**config.mk**
```make
export PLATFORM = sky130hd
export DESIGN_NAME = wlc_fifo
export DESIGN_NICKNAME = d
export VERILOG_FILES = /design/src/design/wlc_pkg.sv /design/src/design/wlc_fifo.sv
export SDC_FILE = /design/constraint.sdc
export NUM_CORES = 1
export LEC_CHECK = 0
export ABC_AREA = 0
export BUFFER_PORTS_ARGS = -buffer_cell sky130_fd_sc_hd__buf_2
export CAP_MARGIN = 0
export CELL_PAD_IN_SITES_DETAIL_PLACEMENT = 1
export CELL_PAD_IN_SITES_GLOBAL_PLACEMENT = 2
export CORE_MARGIN = 1.5
export CORE_UTILIZATION = 25
export DETAILED_ROUTE_END_ITERATION = 7
export HOLD_SLACK_MARGIN = 0.12
export PLACE_DENSITY = 0.6
export SYNTH_ARGS = -nofsm -noshare
export SYNTH_HDL_FRONTEND = slang
export SYNTH_SLANG_ARGS = --single-unit
```
**constraint.sdc**
```tcl
create_clock -name clk_i -period 20.4 [get_ports clk_i]
set_input_delay 2.04 -clock clk_i [delete_from_list [all_inputs] [get_ports clk_i]]
set_output_delay 2.04 -clock clk_i [all_outputs]
set_load 0.05 [all_outputs]
```
**src/design/wlc_pkg.sv**
```systemverilog
// Shared types and constants of the triangle waterline clipper.
// No dependencies; every other design file imports it.
package wlc_pkg;

  localparam int unsigned COORD_W = 32;
  localparam int unsigned AREA_W  = 48;
  localparam int unsigned QDEPTH  = 2;

  // One vertex, index 0 = x, 1 = y, 2 = z.
  typedef logic [2:0][COORD_W-1:0] vtx_t;

  typedef struct packed {
    logic signed [31:0] ax;
    logic signed [31:0] ay;
    logic signed [31:0] az;
    logic signed [31:0] bx;
    logic signed [31:0] by_coord;
    logic signed [31:0] bz;
    logic signed [31:0] cx;
    logic signed [31:0] cy;
    logic signed [31:0] cz;
    logic signed [31:0] dist_a;
    logic signed [31:0] dist_b;
    logic signed [31:0] dist_c;
  } wlc_in_t;

  typedef struct packed {
    logic signed [31:0] p0x;
    logic signed [31:0] p0y;
    logic signed [31:0] p0z;
    logic signed [31:0] p1x;
    logic signed [31:0] p1y;
    logic signed [31:0] p1z;
    logic signed [31:0] p2x;
    logic signed [31:0] p2y;
    logic signed [31:0] p2z;
    logic               underwater;
    logic               last_piece;
    logic [47:0]        submerged_area;
  } wlc_out_t;

  typedef enum logic [1:0] {
    KIND_UNDER,
    KIND_ABOVE,
    KIND_ONE_UP,
    KIND_TWO_UP
  } job_kind_e;

  // s0..s2 are the vertices in role order; cut0 runs s0->s1, cut1 runs
  // s2->s1 for one vertex above and s0->s2 for two above.
  typedef struct packed {
    job_kind_e          kind;
    vtx_t               s0;
    vtx_t               s1;
    vtx_t               s2;
    logic [COORD_W-1:0] num0;
    logic [COORD_W-1:0] den0;
    logic [COORD_W-1:0] num1;
    logic [COORD_W-1:0] den1;
  } wlc_job_t;

  typedef struct packed {
    logic full;
    logic empty;
  } q_status_t;

  typedef enum logic [1:0] {
    CT_IDLE,
    CT_MUL,
    CT_DIV,
    CT_DONE
  } ct_state_e;

  typedef enum logic [2:0] {
    AR_IDLE,
    AR_MUL,
    AR_HALF,
    AR_SQ,
    AR_ADD,
    AR_SUM,
    AR_ROOT,
    AR_DONE
  } ar_state_e;

  typedef enum logic [2:0] {
    BK_IDLE,
    BK_LOAD,
    BK_CUT,
    BK_A1GO,
    BK_A1WAIT,
    BK_A2GO,
    BK_A2WAIT,
    BK_EMIT
  } bk_state_e;

endpackage

```
**src/design/wlc_fifo.sv**
```systemverilog
// Short job queue between the front end and the back end.
// Depends on wlc_pkg.
module wlc_fifo import wlc_pkg::*; (
  input  logic      clk_i,
  input  logic      rst_ni,
  input  logic      push_i,
  input  wlc_job_t  job_i,
  input  logic      pop_i,
  output wlc_job_t  head_o,
  output q_status_t status_o
);

  localparam int unsigned PTR_W = $clog2(QDEPTH);
  localparam int unsigned CNT_W = $clog2(QDEPTH + 1);

  wlc_job_t         mem_q [QDEPTH];
  logic [PTR_W-1:0] wr_q, rd_q;
  logic [CNT_W-1:0] cnt_q;

  always_ff @(posedge clk_i or negedge rst_ni) begin
    if (!rst_ni) begin
      wr_q  <= '0;
      rd_q  <= '0;
      cnt_q <= '0;
    end else begin
      if (push_i) wr_q <= wr_q + 1'b1;
      if (pop_i) rd_q <= rd_q + 1'b1;
      if (push_i && !pop_i) cnt_q <= cnt_q + 1'b1;
      else if (!push_i && pop_i) cnt_q <= cnt_q - 1'b1;
    end
  end

  always_ff @(posedge clk_i) begin
    if (push_i) mem_q[wr_q] <= job_i;
  end

  assign head_o         = mem_q[rd_q];
  assign status_o.full  = cnt_q == CNT_W'(QDEPTH);
  assign status_o.empty = cnt_q == '0;

endmodule

```
=== Yosys cells after proc, flatten, opt, wreduce, memory -nomap -nowiden ===
Memory sizes are Yosys's and may differ from the RTL's.
Cells that the tools add are included.

* $add $sub $neg: 4
* Equality and inequality tests: 1
* Mux-type cells: 4
* Reduce and logical (&&, ||, !) cells: 6

{| class="wikitable"
|+ Operator list
! kind !! count
|-
| $mux 2 || 2
|-
| $add 1x1->1 const B || 2
|-
| $add 2x1->2 const B || 1
|-
| $eq 2x2->1 const B || 1
|-
| $logic_and 1x1->1 || 2
|-
| $logic_not 1->1 || 2
|-
| $logic_not 2->1 || 1
|-
| $mux 1 || 2
|-
| $reduce_bool 2->1 || 1
|-
| $sub 2x1->2 const B || 1
|}

* Flip-flop bits (word level): 4
* Memory bits (writable): 836
* Input bits: 422
* Output and inout port bits: 420
* Logic and storage cells: 19
* Memories: 1

{| class="wikitable"
|+ Memory list
! name !! depth !! width !! read ports !! clocked after memory_dff !! write ports !! line !! text
|-
| mem_q || 2 || 418 || 1 || 0 || 1 || wlc_fifo.sv:16 || <nowiki>wlc_job_t mem_q [QDEPTH];</nowiki>
|}

=== Longest topological paths before layout ===
Gate-level depths: netlist of the first run.

* Depth in word-level cells: 4
* Depth in mapped cells: 5
* Depth with buffers taken out: 5

=== Worst setup path after synthesis of the first run ===
Ideal clock, no wire load.

* Path kind: input to register
* Start: input push_i
* End: memory mem_q[0][0] (netlist name), enable pin
* Setup time: 1.258 ns
* Arrival time: 19.975 ns
* Data required time: 19.142 ns
* Slack: -0.833 ns
* Stages on the path: 1
* Path buffers: 0
* Path through: nor2b_1

* Cells in the longest elaborated chain, start to end: 2

{| class="wikitable"
|+ Ends and longest elaborated chain
! element !! line !! text
|-
| start, declared || wlc_fifo.sv:6 || <nowiki>input logic push_i,</nowiki>
|-
| $mux 1 || wlc_fifo.sv:34 || <nowiki>if (push_i) mem_q[wr_q] <= job_i;</nowiki>
|-
| $mux 1 (implied by the code) || wlc_fifo.sv:34 ||
|-
| end, declared || wlc_fifo.sv:16 ||
|}

No other way between the ends.

==> results.py, run 1 <==
metrics = {
    "run_status": {
        "status": "completed",
    },
    "global_route": {
        "grt_pass1_wl_um": 117100,
        "grt_max_degree": 149,
        "track_usage_pct": 12.55,
        "grt_pass1_vias": 17710,
        "grt-ovfl-total": 0,
        "antenna_found_initial": 30,
    },
    "placement": {
        "port_buffers": 841,
        "placed_area_mm2": 0.03638,
        "place_hpwl_um": 56150,
        "gp_congestion": 0.7970,
    },
    "flow_run": {
        "maxCapViolations": 0,
    },
    "clock_tree": {
        "ctsHoldBuffers": 0,
        "clockBufferDepth": 3,
        "post_cts_buffers": 0,
        "htreeDepth": 3,
        "cts_sinks": 840,
        "cts_tree": "yes",
        "cts_buffers": 93,
        "cts_resized": 0,
        "clk_pin_slew_ns": 0.05,
        "worstSkewPairLatency_ns": 0.66,
        "cts_root_buf": "clkbuf_16",
    },
    "logic_synthesis": {
        "synth_cells": 1317,
        "synth_top_family_by_area": "multiplexers",
        "yosysSeqAreaShare_pct": 82.58,
        "syn-cell-area_mm2": 0.03052,
        "synth_compound_area_share_pct": 0,
        "synth_fp_nets": 1740,
        "synth_seq_cells": 840,
        "synth_mux_area_share_pct": 15.42,
        "ys_types": 12,
        "synth-xor-area-share_pct": 0.1435,
        "ys_warn_count": 0,
        "synth_fa_ha_area_share_pct": 0.04100,
        "synth_area_per_cell_um2": 23.17,
        "synthSimpleGateAreaFrac_pct": 0.08609,
    },
    "finish": {
        "fill_cells": 12710,
        "layout.nets": 2644,
        "syn2layout_area_growth_pct": 28.75,
        "drive_gt1_share_pct": 60.85,
        "multi_input_area_mm2": 0.004800,
        "ff_latch_area_mm2": 0.02521,
        "finish.instance_area_mm2": 0.03930,
    },
    "timing": {
        "relSlewSlack_pct": 22.34,
        "fmax_mhz": 140.2,
        "skew_ns": 0.02249,
        "fin_crit_sh_pct": 34.95,
        "worstMarginPinSlew_ns": 1.162,
        "setup_viol": 0,
        "drv_slew": 0,
        "finalCriticalPeriod_ns": 7.130,
        "rsz0062_at_grt": "no",
        "fin_tns_setup_ns": 0,
        "final_hold_viol_count": 0,
    },
    "floorplan": {
        "die_w_um": 352.4,
        "core_area_mm2": 0.1214,
        "start_util_pct": 25.14,
        "die_h_um": 352.4,
        "num_rows": 128,
        "ios": 842,
        "die-area_mm2": 0.1242,
    },
    "critical_path": {
        "rrSetupSlack_ns": 15.75,
        "crit_path_start": "rd_q",
        "r2r-end": "mem_q[0][270]",
        "critPathCaptureType": "output pin",
        "worstSetupPathType": "reg2out",
        "arrival_ns": 5.09,
        "required_ns": 18.36,
        "timing.rr.start": "wr_q",
        "crit_fanout": 75,
        "worstSetupEndpoint": "head_o[267]",
        "r2r_cells": 4,
        "cp-start-kind": "flop",
    },
    "route": {
        "vias_per_cell": 4.007,
        "drtPass1Iterations": 4,
        "drt_iter0_drc": 857,
        "wirelength_um": 79930,
        "vias": 15770,
        "drc_errors": 0,
        "drt-wirelength-per-cell_um": 20.30,
        "antenna_left": 0,
    },
    "power_and_ir_drop": {
        "power.density_mw_per_mm2": 167.0,
        "max-vdd-ir-drop_uv": 89.56,
        "leakagePower_nw": 14.37,
        "p_total_mw": 6.563,
    },
    "worst_hold_path": {
        "hold_class": "reg2reg",
        "min_path_cells": 1,
    },
}
per-layer routing:
metal / global-route usage [%] / wire (um) / vias to the layer above
li1: - / - / 7124
met1: 13.38 / 28980 / 7844
met2: 21.88 / 40930 / 619
met3: 5.480 / 7829 / 153
met4: 4.578 / 1955 / 34
met5: 0 / 227 / -
report_power, final:
part / total, mW / internal, mW / leakage (nW) / switching [mW]
logic: 2.59 / 0.655 / 5.08 / 1.93
clock network: 1.58 / 0.906 / 1.40 / 0.675
registers: 2.39 / 2.29 / 7.89 / 0.100
critical path: stages, from the launching register on:
cell	delay (ns)
dfrtp_4	1.04
buf_4	0.91
buf_4	0.83
buf_4	0.76
mux2_2	0.43
buf_2	0.22
Yosys cell counts:
master / n / area share (%)
nor2b_1: 2 / 0.041
xnor2_1: 1 / 0.029
edfxtp_1: 836 / 82
buf_6: 46 / 1.7
ha_1: 1 / 0.041
inv_1: 1 / 0.012
dfrtp_1: 4 / 0.33
and2_1: 1 / 0.021
mux2_2: 418 / 15
buf_2: 1 / 0.016
xor2_1: 4 / 0.11
nor2_1: 2 / 0.025
how the worst min path moves through the flow:
stage	from	endpoint	slack [ns]
2_1_floorplan	cnt_q[1]	cnt_q[1]	0.46
3_3_place_gp	cnt_q[1]	cnt_q[1]	0.48
3_5_place_dp	cnt_q[1]	cnt_q[1]	0.49
4_1_cts	cnt_q[1]	cnt_q[1]	0.49
5_1_grt	cnt_q[1]	cnt_q[1]	0.53
6_report	cnt_q[1]	cnt_q[1]	0.49
logic make-up after synthesis:
kind of cell / Yosys count
adder cells (fa/ha/maj): 1
multiplexers: 418
buffers and inverters: 48
flip-flops: 840
AND/OR/NAND/NOR: 5
XOR/XNOR: 5
state kept, by name, indices dropped and copies added, names as in the netlist:
name	cells
cnt_q	2
mem_q	836
wr_q	1
rd_q	1
through the flow:
stage	util, %	worst slack [ns]	std cells	hold WS [ns]
detailed placement	29.97	13.83	3751	0.4861
global placement	29.97	13.94	3751	0.4775
floorplan	-	7.044	1317	0.4563
CTS	32.34	13.12	3924	0.4933
global route	32.36	12.87	3930	0.5258
finish	32.37	13.27	3937	0.4866
area by class of cell:
type | count | share of cell area, %
antenna | 13 | 0.08278
clock buffer | 124 | 6.381
clock inverter | 49 | 0.9616
inverter | 1 | 0.009552
multi-input combinational | 429 | 12.21
sequential | 840 | 64.15
tap | 1625 | 5.174
timing repair buffer | 856 | 11.03
layout by cell type (no fill, tap or decap), types with 2 or more instances in the layout:
cell type	n
clkinv_2	14
inv_16	3
dfrtp_1	3
clkbuf_1	28
inv_6	2
buf_2	841
clkinvlp_4	2
edfxtp_1	836
bufinv_16	3
nor2_1	2
clkbuf_16	96
xor2_1	4
mux2_2	418
diode_2	13
buf_4	14
clkinv_1	23
Power figures use the tool's default switching activity.
==> run 2: changes to the inputs <==
Settings changed: PLACE_DENSITY 0.6 to 0.58.
Clock period 20.4 ns to 7.25 ns, I/O delays scaled along.
==> run 2 against run 1 <==
Compared with the run above:
- largest power group unchanged
- worst setup slack worse by 10 ns
- largest cell class unchanged
- critical path depth down 2
- first-iteration DRC count fell by 11%
- global-route usage grew 0.39 points
- worst hold slack got worse by 0.25 ns
- clock power grew to 2.9 times the previous value
- die area stayed put
- utilization is 0.11 points higher
==> results.py, run 2 (synthesis results as in run 1) <==
metrics = {
    "clock_tree": {
        "cts_root_buf": "clkbuf_16",
        "clockBufferDepth": 3,
        "cts_resized": 0,
        "cts_tree": "yes",
        "cts_buffers": 95,
        "cts_sinks": 840,
        "htreeDepth": 3,
        "worstSkewPairLatency_ns": 0.68,
        "clk_pin_slew_ns": 0.06,
    },
    "critical_path": {
        "cp_num_cells": 3,
        "slowest_stage": "dfrtp_4",
        "path_delay_family": "flip-flops",
        "cp-start-kind": "flop",
        "critPathCaptureType": "output pin",
        "arrival_ns": 3.33,
        "crit_fanout": 167,
        "slowest_delay_ns": 0.93,
        "worstSetupPathType": "reg2out",
        "r2r_cells": 3,
        "cp_num_buf_inv": 2,
        "required_ns": 6.52,
        "path_cells": "buf_12 > mux2_2 > buf_2",
    },
    "route": {
        "wirelength_um": 81540,
        "drt-wirelength-per-cell_um": 20.73,
        "vias": 15810,
        "drt_iter0_drc": 759,
        "antenna_left": 0,
        "drtPass1Iterations": 4,
        "vias_per_cell": 4.018,
        "drc_errors": 0,
    },
    "power_and_ir_drop": {
        "power.density_mw_per_mm2": 472.0,
        "leakagePower_nw": 14.42,
        "max-vdd-ir-drop_uv": 266.5,
        "p_total_mw": 18.61,
    },
    "finish": {
        "ff_latch_area_mm2": 0.02521,
        "final_common_cell": "buf_2",
        "layout.nets": 2647,
        "drive_gt1_share_pct": 60.99,
        "fill_cells": 12560,
        "largest_register": "mem_q",
        "reg.largest.list": "mem_q (836), cnt_q (2)",
        "largest_register_ffs": 836,
        "layout_common_cells": "buf_2 (841), edfxtp_1 (836), mux2_2 (418)",
        "syn2layout_area_growth_pct": 29.19,
        "multi_input_area_mm2": 0.004800,
    },
    "placement": {
        "gp_congestion": 0.7787,
        "place_hpwl_um": 57020,
        "port_buffers": 841,
    },
    "floorplan": {
        "die_h_um": 352.4,
        "num_rows": 128,
        "ios": 842,
        "start_util_pct": 25.14,
        "core_area_mm2": 0.1214,
        "die_w_um": 352.4,
        "die-area_mm2": 0.1242,
    },
    "worst_hold_path": {
        "min_path_cells": 1,
        "hold_class": "in2reg",
    },
    "flow_run": {
        "maxCapViolations": 0,
    },
    "timing": {
        "finalCriticalPeriod_ns": 4.060,
        "rsz0062_at_grt": "no",
        "worstMarginPinSlew_ns": 1.135,
        "drv_slew": 0,
        "final_hold_viol_count": 0,
        "fin_crit_sh_pct": 56.00,
        "fin_tns_setup_ns": 0,
        "skew_ns": 0.01972,
        "relSlewSlack_pct": 24.36,
        "fmax_mhz": 246.3,
        "setup_viol": 0,
    },
    "global_route": {
        "grt_max_degree": 168,
        "track_usage_pct": 12.94,
        "grt-ovfl-total": 0,
        "antenna_found_initial": 33,
        "grt_pass1_vias": 17580,
        "grt_pass1_wl_um": 118900,
    },
    "run_status": {
        "status": "completed",
    },
}
==> run 2: cell types whose count changed in the layout (fill, tap and decap cells not counted), sizes merged <==
cell / before / now
bufinv: 3 / 5
clkbuf: 124 / 113
clkinv: 39 / 45
diode: 13 / 12
dlygate4sd3: 0 / 1
==> run 2: layout make-up <==
cell class / instances / area share, %
inverters: 1 / 0.009520
clock buffers: 113 / 6.201
repair buffers: 857 / 11.18
flip-flops and latches: 840 / 63.93
well taps: 1625 / 5.157
clock inverters: 57 / 1.276
multi-input cells: 429 / 12.17
diodes: 12 / 0.07616
==> run 2: worst paths after layout <==
kind | endpoint | from | slack, ns
worst max-delay path | head_o[188] | rd_q | 3.19
worst min-delay path | mem_q[1][159] | job_i[159] | 0.23
worst max register to register | mem_q[0][244] | wr_q | 4.43
worst min register to register | cnt_q[1] | cnt_q[1] | 0.49
max in group asynchronous | rd_q | rst_ni | 6.64
min in group asynchronous | cnt_q[1] | rst_ni | 0.44
==> run 2: repair_timing <==
item                       4_1_cts  5_1_grt
hold buffers                     1        0
hold endpoints to repair         4        0
setup endpoints to repair        0        0
buffers inserted                 0        0
==> run 2: per-stage QoR <==
stage | util [%] | hold slack [ns] | setup slack, ns | cell area (um^2) | cells
6_report | 32.48 | 0.2319 | 3.190 | 39430 | 3934
2_1_floorplan | - | 0.4294 | -0.1532 | 30530 | 1317
3_3_place_gp | 30.02 | 0.4771 | 3.761 | 36440 | 3751
4_1_cts | 32.45 | 0.1542 | 2.892 | 39400 | 3922
3_5_place_dp | 30.02 | 0.4832 | 3.667 | 36440 | 3751
5_1_grt | 32.47 | 0.1724 | 2.886 | 39420 | 3930
==> run 2: power by group <==
part,internal (mW),leakage [nW],switching (mW)
Combinational,1.87,5.10,5.51
Clock,2.59,1.43,1.93
Sequential,6.45,7.89,0.249
==> run 2: layer usage <==
layer	part of all wire [%]	vias up	GRT usage [%]
met1	35	7915	13.38
met4	2.5	36	4.129
met5	0.31	-	0
li1	-	7122	-
met3	9.2	153	5.734
met2	53	581	23.24
