`src/design/wlc_pkg.sv`:
```
// Shared types and constants of the triangle waterline clipper.
// No dependencies; every other design file imports it.
package wlc_pkg;

  localparam int unsigned COORD_W = 32;
  localparam int unsigned AREA_W  = 48;
  localparam int unsigned QDEPTH  = 2;

  // One vertex, index 0 = x, 1 = y, 2 = z.
  typedef logic [2:0][COORD_W-1:0] vtx_t;

  typedef struct packed {
    logic signed [31:0] ax;
    logic signed [31:0] ay;
    logic signed [31:0] az;
    logic signed [31:0] bx;
    logic signed [31:0] by_coord;
    logic signed [31:0] bz;
    logic signed [31:0] cx;
    logic signed [31:0] cy;
    logic signed [31:0] cz;
    logic signed [31:0] dist_a;
    logic signed [31:0] dist_b;
    logic signed [31:0] dist_c;
  } wlc_in_t;

  typedef struct packed {
    logic signed [31:0] p0x;
    logic signed [31:0] p0y;
    logic signed [31:0] p0z;
    logic signed [31:0] p1x;
    logic signed [31:0] p1y;
    logic signed [31:0] p1z;
    logic signed [31:0] p2x;
    logic signed [31:0] p2y;
    logic signed [31:0] p2z;
    logic               underwater;
    logic               last_piece;
    logic [47:0]        submerged_area;
  } wlc_out_t;

  typedef enum logic [1:0] {
    KIND_UNDER,
    KIND_ABOVE,
    KIND_ONE_UP,
    KIND_TWO_UP
  } job_kind_e;

  // s0..s2 are the vertices in role order; cut0 runs s0->s1, cut1 runs
  // s2->s1 for one vertex above and s0->s2 for two above.
  typedef struct packed {
    job_kind_e          kind;
    vtx_t               s0;
    vtx_t               s1;
    vtx_t               s2;
    logic [COORD_W-1:0] num0;
    logic [COORD_W-1:0] den0;
    logic [COORD_W-1:0] num1;
    logic [COORD_W-1:0] den1;
  } wlc_job_t;

  typedef struct packed {
    logic full;
    logic empty;
  } q_status_t;

  typedef enum logic [1:0] {
    CT_IDLE,
    CT_MUL,
    CT_DIV,
    CT_DONE
  } ct_state_e;

  typedef enum logic [2:0] {
    AR_IDLE,
    AR_MUL,
    AR_HALF,
    AR_SQ,
    AR_ADD,
    AR_SUM,
    AR_ROOT,
    AR_DONE
  } ar_state_e;

  typedef enum logic [2:0] {
    BK_IDLE,
    BK_LOAD,
    BK_CUT,
    BK_A1GO,
    BK_A1WAIT,
    BK_A2GO,
    BK_A2WAIT,
    BK_EMIT
  } bk_state_e;

endpackage

```
`src/design/wlc_front.sv`:
```
// Front end: accepts a triangle, classifies it against the waterline and
// orders its vertices into roles. Depends on wlc_pkg.
module wlc_front import wlc_pkg::*; (
  input  logic     start_i,
  input  logic     full_i,
  input  wlc_in_t  item_i,
  output logic     push_o,
  output wlc_job_t job_o
);

  vtx_t               v [3];
  logic signed [31:0] d [3];
  logic [2:0]         up;
  logic [1:0]         i0, i1, i2, p1i, q1i;
  logic [32:0]        nw0, dw0, nw1, dw1;

  assign push_o = start_i & ~full_i;

  always_comb begin
    v[0] = {item_i.az, item_i.ay, item_i.ax};
    v[1] = {item_i.bz, item_i.by_coord, item_i.bx};
    v[2] = {item_i.cz, item_i.cy, item_i.cx};
    d[0] = item_i.dist_a;
    d[1] = item_i.dist_b;
    d[2] = item_i.dist_c;
    for (int i = 0; i < 3; i++) begin
      up[i] = d[i] > 32'sd0;
    end
  end

  // Roles: one above -> (before H, H, after H); two above -> (L, after L, before L).
  always_comb begin
    unique case (up)
      3'b000: begin job_o.kind = KIND_UNDER;  i0 = 2'd0; i1 = 2'd1; i2 = 2'd2; end
      3'b111: begin job_o.kind = KIND_ABOVE;  i0 = 2'd0; i1 = 2'd1; i2 = 2'd2; end
      3'b001: begin job_o.kind = KIND_ONE_UP; i0 = 2'd2; i1 = 2'd0; i2 = 2'd1; end
      3'b010: begin job_o.kind = KIND_ONE_UP; i0 = 2'd0; i1 = 2'd1; i2 = 2'd2; end
      3'b100: begin job_o.kind = KIND_ONE_UP; i0 = 2'd1; i1 = 2'd2; i2 = 2'd0; end
      3'b110: begin job_o.kind = KIND_TWO_UP; i0 = 2'd0; i1 = 2'd1; i2 = 2'd2; end
      3'b101: begin job_o.kind = KIND_TWO_UP; i0 = 2'd1; i1 = 2'd2; i2 = 2'd0; end
      3'b011: begin job_o.kind = KIND_TWO_UP; i0 = 2'd2; i1 = 2'd0; i2 = 2'd1; end
    endcase
  end

  always_comb begin
    if (job_o.kind == KIND_ONE_UP) begin
      p1i = i2;
      q1i = i1;
    end else begin
      p1i = i0;
      q1i = i2;
    end
    nw0 = 33'd0 - {d[i0][31], d[i0]};
    dw0 = {d[i1][31], d[i1]} - {d[i0][31], d[i0]};
    nw1 = 33'd0 - {d[p1i][31], d[p1i]};
    dw1 = {d[q1i][31], d[q1i]} - {d[p1i][31], d[p1i]};
    job_o.s0   = v[i0];
    job_o.s1   = v[i1];
    job_o.s2   = v[i2];
    job_o.num0 = nw0[COORD_W-1:0];
    job_o.den0 = dw0[COORD_W-1:0];
    job_o.num1 = nw1[COORD_W-1:0];
    job_o.den1 = dw1[COORD_W-1:0];
  end

endmodule

```
`config.mk`:
```
export PLATFORM = sky130hd
export DESIGN_NAME = wlc_front
export DESIGN_NICKNAME = d
export VERILOG_FILES = /design/src/design/wlc_pkg.sv /design/src/design/wlc_front.sv
export SDC_FILE = /design/constraint.sdc
export NUM_CORES = 1
export LEC_CHECK = 0
export BUFFER_PORTS_ARGS = -buffer_cell sky130_fd_sc_hd__buf_2
export CAP_MARGIN = 0
export CORE_AREA = 2 2 315 317
export DETAILED_ROUTE_END_ITERATION = 6
export DIE_AREA = 0 0 317 319
export SYNTH_ARGS = -nofsm -noshare
export SYNTH_HDL_FRONTEND = slang
export SYNTH_SLANG_ARGS = --single-unit
```
`constraint.sdc`:
```
create_clock -name vclk -period 13.6
set_clock_uncertainty 0.15 [all_clocks]
set_input_delay 1.36 -clock vclk [all_inputs]
set_output_delay 1.36 -clock vclk [all_outputs]
set_load 0.05 [all_outputs]
```
Word level (Yosys, flattened, before mapping)
Memory sizes are Yosys's and may differ from the RTL's. Cells that the tools add are included.

Magnitude comparators: 8. Add/sub/neg operators: 4. Bitwise operators: 7. Mux-type cells: 23. Equal/unequal tests: 1.

Operators with widths (count): $bmux W96 S2 (3); $mux W96 (6); $bmux W32 S2 (4); $mux W32 (8); $gt A32 B1 Y1 const B (3); $sub A1 B32 Y32 const A (2); $sub A32 B32 Y32 (2); $ge A3 B3 Y1 const B (5); $not A2 Y3 (5); $mux W2 (2); $eq A2 B2 Y1 const B (1); $and A1 B1 Y1 (1); $not A1 Y1 (1).

Output and inout bits: 419. Memory bits (read-only): 64. Logic and storage cells: 44. Memories: 1. Bits in registers: 0. Input port bits: 386.

Memories: (no name shown) (words 8, width 8, rd ports 1, clocked after Yosys merged registers in 0, write ports 0, line wlc_front.sv:33) `unique case (up)`.

Depth between registers and ports, before layout
Gate-level depths: netlist of run 1. An unclocked memory read counts as a cell.

Depth after elaboration: 9. Mapped depth: 33. Gate-level depth less buffers: 25.

Worst setup path before layout of run 1
Ideal clock, no wire load.

Kind: input to output. Start: input item_i[7] (netlist name). End: output job_o[94] (netlist name). Buffers on the path: 9. Cell stages on the path: 30. Path slack: 4.038 ns. Data arrival time: 8.052 ns. Data required time: 12.090 ns. Path through: buf_2 nor4_1 nand4_1 o21ba_2 clkbuf_1 clkbuf_1 nand2_1 clkbuf_1 buf_1 clkbuf_1 clkbuf_1 buf_1 buf_1 a31oi_1 fa_1 a21o_1 a21oi_1 o21bai_1 a21oi_1 o21bai_1 a21oi_1 o221ai_1 a21o_1 a41oi_1 a22oi_1 a22o_1 o41ai_1 o211ai_1 a21oi_1 xnor2_1.

RTL lines: start, declared (line wlc_front.sv:6) `input wlc_in_t item_i,`; end, declared (line wlc_front.sv:8) `output wlc_job_t job_o`.

==> results of run 1 <==
[per-layer routing]
| layer | global-route usage | vias up |
|---|---|---|
| li1 | - | 10100 |
| met1 | 0.267 | 10100 |
| met2 | 0.357 | 1232 |
| met3 | 0.0477 | 171 |
| met4 | 0.0526 | 36 |
| met5 | 0 | - |
[kinds of logic after synthesis]
| family | count (synthesis) | share of synthesized area |
|---|---|---|
| buffers and inverters | 277 | 0.0839 |
| XOR/XNOR | 122 | 0.0810 |
| AO/OA/AOI/OAI | 656 | 0.324 |
| AND/OR/NAND/NOR | 1413 | 0.448 |
| adder cells (fa/ha/maj) | 59 | 0.0561 |
| multiplexers | 9 | 0.00730 |
[worst paths after layout]
check / end / slack (ns) / start
min: push_o / 2.88 / full_i
max: job_o[94] / 3.03 / item_i[49]
[stage by stage]
step / utilization / hold WS (ns) / power (mW) / setup slack [ns] / instances
5_1_grt: 0.187 / 2.89 / 1.84 / 2.35 / 4449
3_5_place_dp: 0.187 / 2.88 / 1.76 / 2.83 / 4447
3_3_place_gp: 0.187 / 2.87 / 1.76 / 2.83 / 4447
2_1_floorplan: - / 2.74 / 1.18 / 4.04 / 2536
6_report: 0.187 / 2.88 / 1.75 / 3.03 / 4462
4_1_cts: 0.187 / 2.88 / 1.76 / 2.79 / 4447
[power by group]
| part | switching, mW | internal, mW | total (mW) |
|---|---|---|---|
| Sequential | 0 | 0 | 0 |
| Combinational | 1.35 | 0.403 | 1.75 |
| Clock | 0 | 0.000000149 | 0.000000149 |
| Total | 1.35 | 0.403 | 1.75 |
[area by class of cell]
cell class / count / area, um2 / area share
multi-input cells: 2259 / 12200 / 0.664
diodes: 15 / 37.5 / 0.00205
repair buffers: 834 / 4250 / 0.232
inverters: 67 / 251 / 0.0137
well taps: 1287 / 1610 / 0.0880
[synthesized netlist by cell type (all sizes together) (5+ instances only)]
library cell / instances / share of area
nor4: 35 / 0.021
o21bai: 12 / 0.0077
o21a: 11 / 0.0063
nor2b: 18 / 0.0085
and3: 15 / 0.0071
o31ai: 7 / 0.0040
a2111oi: 6 / 0.0045
nor2: 559 / 0.16
nor4b: 5 / 0.0067
ha: 56 / 0.053
clkbuf: 153 / 0.044
a22o: 12 / 0.0080
a211oi: 13 / 0.0074
a21o: 13 / 0.0074
xor2: 37 / 0.025
a22oi: 13 / 0.0074
a21oi: 85 / 0.032
a31oi: 284 / 0.13
o21ai: 40 / 0.016
o221ai: 5 / 0.0033
xnor2: 85 / 0.056
or3: 5 / 0.0024
nand3: 30 / 0.011
buf: 57 / 0.021
nand4: 11 / 0.0057
o22ai: 100 / 0.047
mux2i: 7 / 0.0056
o211ai: 8 / 0.0046
a221oi: 5 / 0.0033
and2: 12 / 0.0057
or4: 6 / 0.0034
nand2b: 18 / 0.0085
nor3: 38 / 0.014
nand2: 645 / 0.18
o32ai: 5 / 0.0033
inv: 67 / 0.019
[critical path: stages]
cell	delay, ns
buf_2	0.15
nor4_1	0.70
nand4_1	0.51
o21ba_2	0.59
nor2_4	0.19
buf_4	0.41
a22oi_1	0.17
nand2_1	0.13
ha_1	0.18
inv_1	0.07
fa_1	0.45
a21o_1	0.18
a21oi_1	0.23
o21bai_1	0.10
a21oi_1	0.25
o21bai_1	0.11
a21oi_1	0.45
o221ai_1	0.25
a21o_1	0.24
a41oi_1	0.30
a22oi_1	0.17
a22o_1	0.28
o41ai_1	0.73
o211ai_1	0.17
a21oi_1	0.21
xnor2_1	0.16
buf_2	0.30
==> flow_metrics.env, run 1 <==
export IMPL_rsz0062_at_grt="no"
export IMPL_cp_arrival_ns=9.06
export IMPL_synth_net_count=2979
export IMPL_nFlopsAndLatches=0
export IMPL_overflow=0
export IMPL_powerDensity_nw_per_um2=95.7
export IMPL_cts_resized=0
export IMPL_first_pass_iters=6
export IMPL_start_kind="input port"
export IMPL_cap_violations=0
export IMPL_ctsHoldBuffers=0
export IMPL_nClkBuffers=0
export IMPL_ys_types=77
export IMPL_peakVddDrop_v=0.0000472
export IMPL_slew_headroom=0.286
export IMPL_syn_mean_instance_area_um2=5.20
export IMPL_crit_path_end_kind="output port"
export IMPL_ant_nets=0
export IMPL_drv_slew=0
export IMPL_yosysWarnings=0
export IMPL_worst_slew_pin_slew_ns=1.04
export IMPL_design_die_area_um2=101000
export IMPL_grt_max_degree=111
export IMPL_num_vias=21700
export IMPL_status="complete, no violations"
export IMPL_postCtsSetupBuffers=0
export IMPL_fp_dieW_um=317
export IMPL_syn_cell_area_um2=13200
export IMPL_finalNetCount=3605
export IMPL_drive_above_1_share=0.276
export IMPL_post_dp_cell_area_um2=18300
export IMPL_final_area_um2=18300
export IMPL_wl_per_cell_um=25.6
export IMPL_route_met3_wl_um=10600
export IMPL_yosysSeqAreaShare=0
export IMPL_design_portCount=805
export IMPL_initial_core_util=0.135
export IMPL_hold_class="in -> out"
export IMPL_finalSetupTns_ns=0
export IMPL_final_common_cell="buf_2"
export IMPL_grt_usage=0.211
export IMPL_routed_wl_um=114000
export IMPL_final_period_utilization=0.777
export IMPL_dpl_hpwl_um=98300
export IMPL_finalHoldViolCount=0
export IMPL_p_leak_nw=8.49
export IMPL_via_per_inst=4.87
export IMPL_fin_crit_ns=10.57
export IMPL_syn_inst=2536
export IMPL_crit_path_max_fanout=31
export IMPL_fillers=11500
export IMPL_top_layer="met5"
export IMPL_core_area_um2=97700
export IMPL_place_congestion=0.986
export IMPL_holdPathStages=3
export IMPL_grt_pass1_vias=19000
export IMPL_final_cell_mix="805 x buf_2, 640 x nand2_1, 554 x nor2_1, 284 x a31oi_1, 100 x o22ai_1"
export IMPL_worstSetupPathType="in -> out"
export IMPL_io_buffer_count=805
export IMPL_drtIter0Drc=2225
export IMPL_max_freq_mhz=94.6
export IMPL_cp_required_ns=12.09
export IMPL_finalSetupViolations=0
export IMPL_grt_pass1_wl_um=153000
export IMPL_drc=0
export IMPL_area_growth_pct=38.6
export IMPL_die_h_um=319
export IMPL_route_met2_wl_um=53200
export IMPL_rows=115
export IMPL_seq_area_um2=0
export IMPL_antenna_found_initial=50
export IMPL_met1Wirelength_um=46000
(Power assumes the default switching activity.)
==> run 2: changes to the inputs <==
--- a/config.mk
+++ b/config.mk
@@ -7,9 +7,9 @@
 export LEC_CHECK = 0
 export BUFFER_PORTS_ARGS = -buffer_cell sky130_fd_sc_hd__buf_2
 export CAP_MARGIN = 0
-export CORE_AREA = 2 2 315 317
+export CORE_AREA = 2 2 314 316
 export DETAILED_ROUTE_END_ITERATION = 6
-export DIE_AREA = 0 0 317 319
+export DIE_AREA = 0 0 316 318
 export SYNTH_ARGS = -nofsm -noshare
 export SYNTH_HDL_FRONTEND = slang
 export SYNTH_SLANG_ARGS = --single-unit
==> constraint.sdc (replaced) <==
create_clock -name vclk -period 8.5
set_clock_uncertainty 0.15 [all_clocks]
set_input_delay 0.85 -clock vclk [all_inputs]
set_output_delay 0.85 -clock vclk [all_outputs]
set_load 0.05 [all_outputs]
==> run 2 against run 1 <==
  * The flow now finishes with violations (DRC)
  * Final cell count increased by 2.1%
  * Via count increased by 1.9%
  * Sequential cell count unchanged
  * Sequential share of layout area unchanged
==> flow_metrics.env, run 2 (synthesized netlist as in run 1, its figures left out) <==
export IMPL_status="complete, but fails checks"
export IMPL_violations="DRC"
export IMPL_cp_required_ns=7.50
export IMPL_cp_arrival_ns=6.80
export IMPL_finalNetCount=3690
export IMPL_max_freq_mhz=128
export IMPL_worst_slew_pin_slew_ns=1.16
export IMPL_nClkBuffers=0
export IMPL_finalSetupViolations=0
export IMPL_drtIter0Drc=2431
export IMPL_powerDensity_nw_per_um2=152
export IMPL_wl_per_cell_um=24.8
export IMPL_dpl_hpwl_um=97400
export IMPL_use_met2=0.356
export IMPL_cap_violations=0
export IMPL_overflow=0
export IMPL_nFlopsAndLatches=0
export IMPL_grt_busiest_layer="met2"
export IMPL_grt_max_degree=180
export IMPL_fin_crit_ns=7.80
export IMPL_grt_pass1_wl_um=152000
export IMPL_globalRouteMet1Util=0.254
export IMPL_routed_wl_um=113000
export IMPL_seq_area_um2=0
export IMPL_postCtsSetupBuffers=0
export IMPL_finalHoldViolCount=0
export IMPL_drv_slew=0
export IMPL_antenna_found_initial=63
export IMPL_first_pass_iters=7
export IMPL_slew_headroom=0.226
export IMPL_rsz0062_at_grt="no"
export IMPL_final_common_cell="buf_2"
export IMPL_drive_above_1_share=0.296
export IMPL_crit_path_end_kind="output port"
export IMPL_place_congestion=0.980
export IMPL_grt_pass1_vias=19100
export IMPL_cp_slowest_stage_delay_ns=0.52
export IMPL_design_die_area_um2=100000
export IMPL_final_cell_mix="798 x buf_2, 640 x nand2_1, 554 x nor2_1, 284 x a31oi_1, 113 x buf_4"
export IMPL_peakVddDrop_v=0.0000858
export IMPL_worstSetupPathType="in -> out"
export IMPL_design_portCount=805
export IMPL_fillers=11300
export IMPL_p_leak_nw=8.96
export IMPL_via_per_inst=4.86
export IMPL_grt_usage=0.210
export IMPL_total_power_mw=2.89
export IMPL_final_period_utilization=0.918
export IMPL_crit_path_max_fanout=8
export IMPL_critPathLaunch="item_i[16]"
export IMPL_io_buffer_count=805
export IMPL_finalSetupTns_ns=0
export IMPL_rows=115
export IMPL_ant_nets=0
export IMPL_met3_usage=0.0693
export IMPL_initial_core_util=0.135
export IMPL_fp_dieW_um=316
export IMPL_drc=5
export IMPL_start_kind="input port"
export IMPL_area_growth_pct=44.6
export IMPL_hp_start="full_i"
export IMPL_hold_class="in -> out"
export IMPL_multi_input_area_um2=12200
export IMPL_die_h_um=318
export IMPL_core_area_um2=97400
export IMPL_num_vias=22100
export IMPL_critPathSlowestCell="nor4_1"
[run 2: area by class of cell]
cell class	count	area share
Timing Repair Buffer	919	0.262
Tap cell	1287	0.0844
Multi-Input combinational cell	2259	0.637
Antenna cell	22	0.00288
Inverter	67	0.0132
[run 2: repair_timing]
item	4_1_cts	5_1_grt
setup endpoints to repair	0	2
hold buffers	0	0
gates resized for setup	0	1
[run 2: path summary, 6_finish.rpt]
check | endpoint | slack (ns) | cells after the start
worst min-delay path | push_o | 1.86 | 3
worst max-delay path | job_o[94] | 0.70 | 31
[run 2: power by group]
part	total [mW]	internal (mW)	leakage, nW	switching (mW)
combinational	2.89	0.728	8.96	2.16
clock	0.000000285	0.000000285	0.000139	0
sequential	0	0	0	0
total	2.89	0.728	8.96	2.16
[run 2: critical path: cells and delay by family]
kind	cells	cell delay (ns)
AO/OA/AOI/OAI	15	2.78
XOR/XNOR	1	0.17
adder cells (fa/ha/maj)	2	0.64
buffers and inverters	7	1.10
AND/OR/NAND/NOR	6	1.22
[run 2: metrics by stage]
step | hold WS, ns | std cells | util | cell area, um2 | worst slack (ns)
2_1_floorplan | 1.72 | 2536 | - | 13200 | 0.0957
3_3_place_gp | 1.86 | 4532 | 0.195 | 19000 | 0.342
3_5_place_dp | 1.87 | 4532 | 0.195 | 19000 | 0.410
4_1_cts | 1.87 | 4532 | 0.195 | 19000 | 0.355
5_1_grt | 1.88 | 4537 | 0.195 | 19000 | 0.142
6_report | 1.86 | 4554 | 0.196 | 19100 | 0.696
[run 2: layer usage]
| layer | up-vias | share of wire |
|---|---|---|
| met2 | 1250 | 0.46 |
| met4 | 78 | 0.033 |
| li1 | 10300 | - |
| met5 | - | 0.0054 |
| met3 | 216 | 0.11 |
| met1 | 10300 | 0.39 |
==> run 3: changes to the inputs <==
--- a/config.mk
+++ b/config.mk
@@ -10,6 +10,7 @@
 export CORE_AREA = 2 2 314 316
 export DETAILED_ROUTE_END_ITERATION = 6
 export DIE_AREA = 0 0 316 318
+export REMOVE_ABC_BUFFERS = 1
 export SYNTH_ARGS = -nofsm -noshare
 export SYNTH_HDL_FRONTEND = slang
 export SYNTH_SLANG_ARGS = --single-unit
==> run 3 against run 2 <==
  * Utilization barely moved
  * Maximum frequency fell by 2.3%
  * Critical endpoint unchanged
  * Cell area fell by 0.19%
  * Combinational power fell by 2%
  * Via count fell by 2.5%
  * The run now ends clean
  * Clock-buffer cell count did not move
  * Non-clock buffer count fell by 5
  * Power fell by 2.5%
  * Highest routed layer unchanged
  * Hold slack improved by 0.0025 ns
  * Critical path depth fell by 2
  * Sequential cell count did not move
==> flow_metrics.env, run 3 (synthesized netlist as in run 1, its figures left out) <==
export IMPL_total_power_mw=2.82
export IMPL_peakVddDrop_v=0.0000898
export IMPL_crit_path_max_fanout=5
export IMPL_die_h_um=318
export IMPL_grt_usage=0.174
export IMPL_grt_max_degree=182
export IMPL_post_dp_cell_area_um2=19000
export IMPL_overflow=0
export IMPL_ctsHoldBuffers=0
export IMPL_first_pass_iters=6
export IMPL_place_inst=4527
export IMPL_fin_crit_ns=7.99
export IMPL_rsz0062_at_grt="no"
export IMPL_internal_power_uw=738
export IMPL_crit_path_end_kind="output port"
export IMPL_finalSetupViolations=0
export IMPL_slew_headroom=0.363
export IMPL_ant_nets=0
export IMPL_grt_pass1_wl_um=132000
export IMPL_routed_wl_um=94100
export IMPL_final_area_um2=19000
export IMPL_crit_top_cell="a21oi_1"
export IMPL_grt_pass1_vias=18900
export IMPL_design_die_area_um2=100000
export IMPL_finalNetCount=3685
export IMPL_drtIter0Drc=2262
export IMPL_final_period_utilization=0.940
export IMPL_powerDensity_nw_per_um2=148
export IMPL_core_area_um2=97400
export IMPL_antenna_found_initial=39
export IMPL_switching_share=0.738
export IMPL_hold_class="in -> out"
export IMPL_start_kind="input port"
export IMPL_finalHoldViolCount=0
export IMPL_cp_required_ns=7.50
export IMPL_final_common_cell="buf_2"
export IMPL_postCtsSetupBuffers=0
export IMPL_cp_slowest_stage_delay_ns=0.67
export IMPL_cp_arrival_ns=6.99
export IMPL_place_congestion=0.974
export IMPL_drc=0
export IMPL_dpl_hpwl_um=79800
export IMPL_worstSetupPathType="in -> out"
export IMPL_initial_core_util=0.135
export IMPL_p_seq_frac=0
export IMPL_nFlopsAndLatches=0
export IMPL_fp_dieW_um=316
export IMPL_p_sw_mw=2.08
export IMPL_final_cell_mix="798 x buf_2, 640 x nand2_1, 554 x nor2_1, 284 x a31oi_1, 107 x buf_4"
export IMPL_fillers=11300
export IMPL_via_per_inst=4.75
export IMPL_max_freq_mhz=125
export IMPL_design_portCount=805
export IMPL_cts_resized=0
export IMPL_drv_slew=0
export IMPL_num_vias=21600
export IMPL_nClkBuffers=0
export IMPL_area_growth_pct=44.3
export IMPL_final_util=0.196
export IMPL_p_leak_nw=8.93
export IMPL_rows=115
export IMPL_multi_input_area_um2=12200
export IMPL_cap_violations=0
export IMPL_combPwrFrac=1.000
export IMPL_critPathSlowestCell="nor4_1"
export IMPL_wl_per_cell_um=20.7
export IMPL_worst_slew_pin_slew_ns=0.955
export IMPL_drive_above_1_share=0.294
export IMPL_io_buffer_count=805
export IMPL_final_instance_count_excl_fill=4548
export IMPL_seq_area_um2=0
export IMPL_clkPwrFrac=0
export IMPL_status="complete, no violations"
## run 3: path summary, 6_finish.rpt
kind,from,end,slack [ns],cells past startpoint
hold / removal,full_i,push_o,1.87,3
setup / recovery,item_i[24],job_o[94],0.51,29
## run 3: area by class of cell
cell class	count	area share
inverter	67	0.0132
timing repair buffer	914	0.261
multi-input combinational	2259	0.638
tap	1287	0.0845
antenna	21	0.00276
## run 3: metrics by stage
stage / hold WS, ns / setup TNS [ns] / setup slack [ns]
after CTS: 1.86 / 0 / 0.330
after detailed placement: 1.86 / 0 / 0.375
after global placement: 1.85 / 0 / 0.320
final: 1.87 / 0 / 0.512
after floorplan: 1.72 / -1720.30 / -6.82
after global routing: 1.87 / 0 / 0.0171
## run 3: power groups by stage
stage	Clock, mW	Sequential, mW	Combinational [mW]
4_1_cts	0	0	2.83
3_5_place_dp	0	0	2.82
5_1_grt	0.000000236	0	2.97
2_1_floorplan	0	0	1.92
3_3_place_gp	0	0	2.81
6_report	0.000000332	0	2.82
## run 3: layer usage
layer,share of wire,GRT usage,up-vias
met1,0.40,0.218,9903
met5,0.0022,0,-
li1,-,-,10300
met4,0.043,0.0652,32
met2,0.47,0.293,1176
met3,0.086,0.0332,160
## run 3: critical path, delay by kind of cell
kind / cells / cell delay [ns]
buf+inv: 5 / 0.76
compound gates: 15 / 3.14
fa+ha+maj: 2 / 0.61
simple gates: 6 / 1.39
xor+xnor: 1 / 0.21
